$ cat config.mk
export PLATFORM = sky130hd
export DESIGN_NAME = packet_header_deframer_top_flat
export DESIGN_NICKNAME = d
export VERILOG_FILES = /design/src/hw/rtl/phd_pkg.sv /design/src/hw/rtl/phd_in_if.sv /design/src/hw/rtl/phd_out_if.sv /design/src/hw/rtl/phd_tracker.sv /design/src/hw/rtl/packet_header_deframer_top.sv /design/src/flat_wrapper.sv
export SDC_FILE = /design/constraint.sdc
export NUM_CORES = 1
export LEC_CHECK = 0
export ABC_CLOCK_PERIOD_IN_PS = 11580
export BUFFER_PORTS_ARGS = -buffer_cell sky130_fd_sc_hd__clkbuf_2
export CAP_MARGIN = 20
export CELL_PAD_IN_SITES_DETAIL_PLACEMENT = 1
export CELL_PAD_IN_SITES_GLOBAL_PLACEMENT = 1
export CORE_MARGIN = 5
export CORE_UTILIZATION = 53
export CTS_BUF_LIST = sky130_fd_sc_hd__clkbuf_4
export DETAILED_ROUTE_END_ITERATION = 16
export PLACE_DENSITY = 0.95
export SKIP_LAST_GASP = 1
export SLEW_MARGIN = 20
export SYNTH_ARGS = -nofsm -noshare
export SYNTH_HDL_FRONTEND = slang
export SYNTH_SLANG_ARGS = --single-unit
$ cat constraint.sdc
create_clock -name clk_i -period 11.58 [get_ports clk_i]
set_input_delay 0.579 -clock clk_i [delete_from_list [all_inputs] [get_ports clk_i]]
set_output_delay 0.579 -clock clk_i [all_outputs]
set_load 0.1 [all_outputs]
$ cat src/hw/rtl/phd_pkg.sv
`timescale 1ns / 1ps

package phd_pkg;

  // Fixed header layout, in byte positions from the start of the frame.
  localparam int unsigned HdrBytes = 83;
  localparam int unsigned OffSrc   = 1;
  localparam int unsigned OffDst   = 33;
  localparam int unsigned OffId    = 65;
  localparam int unsigned OffTtl   = 73;
  localparam int unsigned OffAck   = 74;
  localparam int unsigned OffSeq   = 75;
  localparam int unsigned OffLen   = 79;

  // The header counter only has to reach the first byte past the header.
  localparam int unsigned CntW = $clog2(HdrBytes + 1);
  localparam int unsigned OffW = 5;
  localparam int unsigned LenW = 32;
  localparam int unsigned CodeW = 8;

  localparam logic [CodeW-1:0] DataTypeReset = 8'd1;
  localparam logic [CodeW-1:0] AckTypeReset  = 8'd2;
  localparam logic [LenW-1:0]  MaxLenReset   = 32'd65536;

  typedef enum logic [3:0] {
    KindType    = 4'd0,
    KindSrc     = 4'd1,
    KindDst     = 4'd2,
    KindId      = 4'd3,
    KindTtl     = 4'd4,
    KindAck     = 4'd5,
    KindSeq     = 4'd6,
    KindLen     = 4'd7,
    KindPayload = 4'd8,
    KindTrail   = 4'd9
  } field_kind_e;

  typedef enum logic [2:0] {
    StOk       = 3'd0,
    StShort    = 3'd1,
    StBadType  = 3'd2,
    StTooLong  = 3'd3,
    StTrunc    = 3'd4,
    StTrailing = 3'd5
  } status_e;

  typedef enum logic [1:0] {
    CfgDataType = 2'd0,
    CfgAckType  = 2'd1,
    CfgMaxLen   = 2'd2
  } cfg_idx_e;

  typedef struct packed {
    logic [CodeW-1:0] data_type;
    logic [CodeW-1:0] ack_type;
    logic [LenW-1:0]  max_len;
  } phd_cfg_t;

  typedef struct packed {
    field_kind_e     kind;
    logic [OffW-1:0] off;
  } field_t;

  typedef struct packed {
    logic [7:0]      out_byte;
    field_kind_e     kind;
    logic [OffW-1:0] off;
    logic            done;
    status_e         status;
  } phd_result_t;

  // Field tag of a header byte from its position; only valid below HdrBytes.
  function automatic field_t field_of(input logic [CntW-1:0] cnt);
    field_t f;
    f.kind = KindType;
    f.off  = '0;
    if (cnt == CntW'(0)) begin
      f.kind = KindType;
    end else if (cnt < CntW'(OffDst)) begin
      f.kind = KindSrc;
      f.off  = OffW'(cnt - CntW'(OffSrc));
    end else if (cnt < CntW'(OffId)) begin
      f.kind = KindDst;
      f.off  = OffW'(cnt - CntW'(OffDst));
    end else if (cnt < CntW'(OffTtl)) begin
      f.kind = KindId;
      f.off  = OffW'(cnt - CntW'(OffId));
    end else if (cnt == CntW'(OffTtl)) begin
      f.kind = KindTtl;
    end else if (cnt == CntW'(OffAck)) begin
      f.kind = KindAck;
    end else if (cnt < CntW'(OffLen)) begin
      f.kind = KindSeq;
      f.off  = OffW'(cnt - CntW'(OffSeq));
    end else begin
      f.kind = KindLen;
      f.off  = OffW'(cnt - CntW'(OffLen));
    end
    return f;
  endfunction

endpackage

$ cat src/hw/rtl/phd_in_if.sv
`timescale 1ns / 1ps

interface phd_in_if;
  logic       valid;
  logic       ready;
  logic [7:0] data_byte;
  logic       frame_last;

  modport source (output valid, output data_byte, output frame_last, input ready);
  modport sink   (input valid, input data_byte, input frame_last, output ready);
endinterface

$ cat src/hw/rtl/phd_out_if.sv
`timescale 1ns / 1ps

interface phd_out_if;
  logic       valid;
  logic       ready;
  logic [7:0] out_byte;
  logic [3:0] field_kind;
  logic [4:0] field_offset;
  logic       frame_done;
  logic [2:0] status;

  modport source (output valid, output out_byte, output field_kind, output field_offset,
                  output frame_done, output status, input ready);
  modport sink   (input valid, input out_byte, input field_kind, input field_offset,
                  input frame_done, input status, output ready);
endinterface

$ cat src/hw/rtl/phd_tracker.sv
`timescale 1ns / 1ps

module phd_tracker import phd_pkg::*; (
  input  logic        clk_i,
  input  logic        rst_ni,
  input  logic        advance_i,
  input  logic [7:0]  data_byte_i,
  input  logic        frame_last_i,
  input  phd_cfg_t    cfg_i,
  output phd_result_t result_o
);

  localparam logic [CntW-1:0] LastHdr = CntW'(HdrBytes - 1);
  localparam logic [CntW-1:0] PastHdr = CntW'(HdrBytes);

  logic [CntW-1:0] cnt_q, cnt_d;
  logic [LenW-1:0] len_q, len_d;
  logic [LenW-1:0] rem_q, rem_d;
  logic            type_ok_q, type_ok_d;
  field_t          fld;
  logic            rem_nz;

  assign rem_nz = (rem_q != '0);

  always_comb begin
    fld = field_of(cnt_q);
    if (cnt_q == PastHdr) begin
      fld.kind = rem_nz ? KindPayload : KindTrail;
      fld.off  = '0;
    end
  end

  // Length and remaining-payload bookkeeping. The remaining count is loaded
  // with the assembled length on the last header byte and counts payload
  // bytes down, holding at zero once trailing bytes start.
  always_comb begin
    len_d     = len_q;
    rem_d     = rem_q;
    type_ok_d = type_ok_q;
    cnt_d     = (cnt_q == PastHdr) ? cnt_q : cnt_q + CntW'(1);
    if (cnt_q == '0) begin
      type_ok_d = (data_byte_i == cfg_i.data_type) || (data_byte_i == cfg_i.ack_type);
    end
    if (cnt_q >= CntW'(OffLen) && cnt_q <= LastHdr) begin
      len_d = {len_q[LenW-9:0], data_byte_i};
    end
    if (cnt_q == LastHdr) begin
      rem_d = len_d;
    end else if (cnt_q == PastHdr && rem_nz) begin
      rem_d = rem_q - LenW'(1);
    end
  end

  always_comb begin
    result_o.out_byte = data_byte_i;
    result_o.kind     = fld.kind;
    result_o.off      = fld.off;
    result_o.done     = frame_last_i;
    result_o.status   = StOk;
    if (frame_last_i) begin
      priority if (cnt_q < LastHdr) begin
        result_o.status = StShort;
      end else if (!type_ok_q) begin
        result_o.status = StBadType;
      end else if (len_d > cfg_i.max_len) begin
        result_o.status = StTooLong;
      end else if (rem_d != '0) begin
        result_o.status = StTrunc;
      end else if (cnt_q == PastHdr && !rem_nz) begin
        result_o.status = StTrailing;
      end else begin
        result_o.status = StOk;
      end
    end
  end

  always_ff @(posedge clk_i or negedge rst_ni) begin
    if (!rst_ni) begin
      cnt_q     <= '0;
      len_q     <= '0;
      rem_q     <= '0;
      type_ok_q <= 1'b0;
    end else if (advance_i) begin
      if (frame_last_i) begin
        cnt_q     <= '0;
        len_q     <= '0;
        rem_q     <= '0;
        type_ok_q <= 1'b0;
      end else begin
        cnt_q     <= cnt_d;
        len_q     <= len_d;
        rem_q     <= rem_d;
        type_ok_q <= type_ok_d;
      end
    end
  end

  a_clear_on_last: assert property (@(posedge clk_i) disable iff (!rst_ni)
    advance_i && frame_last_i |=> cnt_q == '0 && rem_q == '0 && !type_ok_q)
    else $error("frame state not cleared after the last beat");

  a_rem_past_hdr: assert property (@(posedge clk_i) disable iff (!rst_ni)
    rem_nz |-> cnt_q == PastHdr)
    else $error("payload count live inside the header");

  a_status_only_done: assert property (@(posedge clk_i) disable iff (!rst_ni)
    result_o.status != StOk |-> frame_last_i)
    else $error("status reported on a beat that does not end the frame");

endmodule

$ cat src/hw/rtl/packet_header_deframer_top.sv
`timescale 1ns / 1ps

// Channel   Modport  Direction  Payload
// in_i      sink     input      data_byte[7:0], frame_last
// out_o     source   output     out_byte[7:0], field_kind[3:0], field_offset[4:0],
//                               frame_done, status[2:0]
// cfg_*     plain    input      cfg_we_i, cfg_idx_i[1:0], cfg_wdata_i[31:0]
//
// A beat's result is registered the next cycle; a beat is taken every unstalled cycle.
// The per-byte path is the header counter decode plus a 32-bit length compare and the
// remaining-payload decrement, all between the input beat and the result register.
// Reset clears the frame state and loads the register defaults (type codes 1 and 2,
// length limit 65536); no clearing pass is needed.
// A stalled result is held in the output register, and a new input beat is still
// taken in the same cycle that the waiting result leaves.
module packet_header_deframer_top import phd_pkg::*; (
  input  logic            clk_i,
  input  logic            rst_ni,
  phd_in_if.sink          in_i,
  phd_out_if.source       out_o,
  input  logic            cfg_we_i,
  input  logic [1:0]      cfg_idx_i,
  input  logic [LenW-1:0] cfg_wdata_i
);

  phd_cfg_t    cfg_q;
  phd_result_t res_d, res_q;
  logic        out_valid_q;
  logic        accept;

  // The output register is free when empty or when its beat leaves this cycle.
  assign in_i.ready = !out_valid_q || out_o.ready;
  assign accept     = in_i.valid && in_i.ready;

  // Configuration registers. An index beyond the list is ignored.
  always_ff @(posedge clk_i or negedge rst_ni) begin
    if (!rst_ni) begin
      cfg_q.data_type <= DataTypeReset;
      cfg_q.ack_type  <= AckTypeReset;
      cfg_q.max_len   <= MaxLenReset;
    end else if (cfg_we_i) begin
      unique case (cfg_idx_i)
        CfgDataType: cfg_q.data_type <= cfg_wdata_i[CodeW-1:0];
        CfgAckType:  cfg_q.ack_type  <= cfg_wdata_i[CodeW-1:0];
        CfgMaxLen:   cfg_q.max_len   <= cfg_wdata_i;
        default: ;
      endcase
    end
  end

  // Field tagging and end-of-frame checks for the beat being accepted.
  phd_tracker u_tracker (
    .clk_i        (clk_i),
    .rst_ni       (rst_ni),
    .advance_i    (accept),
    .data_byte_i  (in_i.data_byte),
    .frame_last_i (in_i.frame_last),
    .cfg_i        (cfg_q),
    .result_o     (res_d)
  );

  // Result register: valid is control state, the payload needs no reset.
  always_ff @(posedge clk_i or negedge rst_ni) begin
    if (!rst_ni) begin
      out_valid_q <= 1'b0;
    end else if (in_i.ready) begin
      out_valid_q <= in_i.valid;
    end
  end

  always_ff @(posedge clk_i) begin
    if (accept) begin
      res_q <= res_d;
    end
  end

  assign out_o.valid        = out_valid_q;
  assign out_o.out_byte     = res_q.out_byte;
  assign out_o.field_kind   = res_q.kind;
  assign out_o.field_offset = res_q.off;
  assign out_o.frame_done   = res_q.done;
  assign out_o.status       = res_q.status;

  a_accept_fills: assert property (@(posedge clk_i) disable iff (!rst_ni)
    accept |=> out_valid_q)
    else $error("accepted beat did not reach the result register");

  a_stall_holds: assert property (@(posedge clk_i) disable iff (!rst_ni)
    out_valid_q && !out_o.ready |=> out_valid_q && $stable(res_q))
    else $error("stalled result changed");

endmodule
$ cat src/flat_wrapper.sv
// flat-port wrapper written by rule: the top's interface ports become plain ports
module packet_header_deframer_top_flat import phd_pkg::*;
  (clk_i, rst_ni, cfg_we_i, cfg_idx_i, cfg_wdata_i, in_i_valid, in_i_data_byte, in_i_frame_last, in_i_ready, out_o_valid, out_o_out_byte, out_o_field_kind, out_o_field_offset, out_o_frame_done, out_o_status, out_o_ready);
  phd_in_if in_i_i ();
  phd_out_if out_o_i ();
  input  logic clk_i;
  input  logic rst_ni;
  input  logic cfg_we_i;
  input  logic [1:0] cfg_idx_i;
  input  logic [LenW-1:0] cfg_wdata_i;
  input wire logic [$bits(in_i_i.valid)-1:0] in_i_valid;
  input wire logic [$bits(in_i_i.data_byte)-1:0] in_i_data_byte;
  input wire logic [$bits(in_i_i.frame_last)-1:0] in_i_frame_last;
  output wire logic [$bits(in_i_i.ready)-1:0] in_i_ready;
  output wire logic [$bits(out_o_i.valid)-1:0] out_o_valid;
  output wire logic [$bits(out_o_i.out_byte)-1:0] out_o_out_byte;
  output wire logic [$bits(out_o_i.field_kind)-1:0] out_o_field_kind;
  output wire logic [$bits(out_o_i.field_offset)-1:0] out_o_field_offset;
  output wire logic [$bits(out_o_i.frame_done)-1:0] out_o_frame_done;
  output wire logic [$bits(out_o_i.status)-1:0] out_o_status;
  input wire logic [$bits(out_o_i.ready)-1:0] out_o_ready;
  assign in_i_i.valid = in_i_valid;
  assign in_i_i.data_byte = in_i_data_byte;
  assign in_i_i.frame_last = in_i_frame_last;
  assign in_i_ready = in_i_i.ready;
  assign out_o_valid = out_o_i.valid;
  assign out_o_out_byte = out_o_i.out_byte;
  assign out_o_field_kind = out_o_i.field_kind;
  assign out_o_field_offset = out_o_i.field_offset;
  assign out_o_frame_done = out_o_i.frame_done;
  assign out_o_status = out_o_i.status;
  assign out_o_i.ready = out_o_ready;
  packet_header_deframer_top u_core (.clk_i(clk_i), .rst_ni(rst_ni), .in_i(in_i_i), .out_o(out_o_i), .cfg_we_i(cfg_we_i), .cfg_idx_i(cfg_idx_i), .cfg_wdata_i(cfg_wdata_i));
endmodule
==> impl_results.md <==
- Required time of the critical path: 11.99 ns
- Post-CTS Hold Fix Bufs: 0
- FMAX: 0.197 GHz
- Run status: complete, no violations
- DRT Pass-1 Iters: 5
- Die Ht: 141 um
- Worst-path fanout max: 43
- Initial antenna violation count: 1
- #FFs+latches synth: 142
- Setup TNS: 0 ns
- Post-synth EDFFs: 21
- Dpl hpwl: 20500 um
- Post CTS Setup Buffer Count: 0
- PostCTS Resize Cnt: 0
- Drt drc: 0
- P_leak: 0.00468 uW
- Final hold violations: 0
- Power density over cell area: 122 mW/mm^2
- Synthesized net count: 989
- Die X: 141 um
- Global-route wire length before repair: 49900 um
- RD Place Congestion: 0.932
- Clk_skew: 0.0300 ns
- Final non-filler cell total: 1184
- Area grow syn2layout: 8.98%
- Final ANT Viol Nets: 0
- Port buffer count: 70
- Top cells by area, synth: dfrtp_1 33%, mux2_2 9.9%, edfxtp_1 7.0%
- Synth Instances: 902
- Area leader, netlist: dfrtp_1
- Reg area: 0.00366 sq mm
- Multi-input logic area: 0.00501 sq mm
- TritonCTS buffer count: 17
- Layout cells sized above 1: 0.231
- Cell repeated most along the worst path: a21o_1
- Ys async rst share: 0.852
- Commonest non-fill, non-tap cell in the layout: dfrtp_1
- CTS clk-pin slew, worst paths: 0.16 ns
- Final Setup Violations: 0
- Total GRT Usage: 0.320
- Sink Count: 142
- Worst Tran Pin Value: 1.09 ns
- Initial Util: 0.543
- Max cap viols: 0
- WL per Instance: 26.7 um
- GRT Residual Overflow: 0
- DR iter-0 viols: 1014
- RSZ-0062 raised after global routing: false
- WL final: 31700 um
- Slowest stage cell, crit path: dfrtp_1
- Row Count: 47
- Final min period: 5.08 ns
- Worst Path Arrival: 5.49 ns
- Worst-Skew Late Latency: 0.58 ns
- Syn Area/Cell: 10.1 sq um
- Hold Path Class: in2async
- Core Region: 0.0167 sq mm
- Max-slew violation count: 0
- Placed cells: 1151
- Fillers: 1871
- Layout Nets: 1037
- TritonCTS clock tree: yes
- Cell area after synthesis: 0.00907 sq mm
- Clock root buffer master: clkbuf_4
- Cell variety after synth: 79
- Relative slew margins: 0.267
- Fin util: 0.592
- Crit path launch type: register
- Full die area: 0.0198 sq mm
- Synth warnings: 0
- Post-synth top area share: 0.326
- CTS H-tree lvls: 4
- Largest net degree at the start of global routing: 62
- Vias in the first global route: 8641
- Vias: 8240
- CP cell instances: inv_1 > ha_1 > nor2b_1 > and2_2 > buf_4 > o21ai_2 > buf_4 > mux2_2 > ha_1 > a21o_1 > a21o_1 > a21o_1 > a21o_1 > a211oi_1 > o21bai_1 > a22oi_1 > nand2_1 > a211oi_1
- Longest Clk Path Bufs: 2
- Most frequent cells in the layout: 118 x dfrtp_1, 80 x mux2_2, 69 x clkbuf_2
- Drt via density: 6.96
- Main synth FF type: dfrtp_1
- Sequential area share after synthesis: 0.404
- Crit-path max cell delay: 0.55 ns
- I/O pins: 71
- Max VDD drop: 132 uV
- Share of the clock period used by the worst path: 0.438
- Critical path type: reg2reg
- Setup crit end kind: register
- Reg2reg path depth: 18
[worst max-delay path: cells and delay by family (launching register included)]
family	cells	cell delay [ns]
compound gates	9	2.05
flops	1	0.55
buf+inv	3	0.84
mux	1	0.41
fa+ha+maj	2	0.56
simple gates	3	0.48
[path summary, 6_finish.rpt]
path / from / to / slack [ns]
setup / recovery: u_core.u_tracker.cnt_q[0] / u_core.out_o.status[2] / 6.50
hold / removal: rst_ni / u_core.u_tracker.rem_q[21] / 0.07
setup reg to reg: u_core.u_tracker.cnt_q[0] / u_core.out_o.status[2] / 6.50
hold reg to reg: u_core.cfg_q[30] / u_core.cfg_q[30] / 0.52
max in group asynchronous: rst_ni / u_core.u_tracker.len_q[5] / 10.18
min in group clk_i: in_i_valid / u_core.out_o.valid / 0.20
[layout make-up]
class	instances	share of cell area
timing repair buffer	80	0.0430
sequential	142	0.371
inverter	43	0.0163
clock buffer	18	0.0137
clock inverter	14	0.0210
multi-input combinational	666	0.507
antenna	1	0.000253
tap	220	0.0279
[flip-flops by register name (all words and copies together) (netlist names)]
| name | count |
|---|---|
| u_core.out_o.valid | 1 |
| u_core.out_o.field_kind | 4 |
| u_core.u_tracker.len_q | 32 |
| u_core.out_o.status | 3 |
| u_core.out_o.frame_done | 1 |
| u_core.u_tracker.type_ok_q | 1 |
| u_core.cfg_q | 48 |
| u_core.out_o.field_offset | 5 |
| u_core.u_tracker.cnt_q | 7 |
| u_core.out_o.out_byte | 8 |
| u_core.u_tracker.rem_q | 32 |
[cell families (layout without fill, tap and decap cells)]
family,Yosys count,count (layout),synth area share
mux,105,105,0.127
xor+xnor,32,32,0.0309
compound gates,229,229,0.179
fa+ha+maj,39,39,0.0538
simple gates,261,261,0.161
other cells,0,1,0
buf+inv,94,155,0.0448
flops,142,142,0.404
[cells in the mapped netlist, drive strengths merged, types with 3 or more instances]
cell type  instances
a211o              5
a211oi             7
a21o              22
a21oi             29
a22o              38
a22oi              5
a31oi             14
a32o               3
and2               6
and3               6
buf               12
clkbuf            39
dfrtp            118
dfstp              3
edfxtp            21
ha                39
inv               43
mux2              80
mux2i             25
nand2             62
nand2b             6
nand3             12
nand3b             3
nand4             17
nand4b             6
nor2              55
nor2b              4
nor3              24
nor3b              3
nor4              20
nor4b              4
o2111ai            5
o211ai             6
o21a               3
o21ai             55
o31a               8
o31ai              9
o41ai              4
or3               14
or4                9
xnor2             10
xor2              22
[routing by layer]
layer | vias to the layer above | GRT usage | wire length, um
li1 | 3488 | - | -
met5 | - | 0 | 0
met3 | 125 | 0.0789 | 2810
met2 | 520 | 0.532 | 15400
met4 | 0 | 0.130 | 1280
met1 | 4107 | 0.401 | 12200
[metrics by stage]
stage          worst slack (ns)  power [uW]  instance area [sq um]  hold WS (ns)
6_report                   6.50        1210                   9880        0.0717
5_1_grt                    6.35        1250                   9880        0.0882
2_1_floorplan              7.31         730                   9070         0.283
3_3_place_gp               6.94         783                   9530         0.488
4_1_cts                    6.66        1200                   9880        0.0753
3_5_place_dp               6.73         803                   9540         0.494
[report_power, final]
| part | switching, uW | internal, uW | total [uW] |
|---|---|---|---|
| registers | 30.2 | 550 | 580 |
| logic | 156 | 74.2 | 230 |
| clock network | 217 | 179 | 396 |
| total | 403 | 803 | 1210 |
No activity file was read; power rests on OpenSTA's default activity.
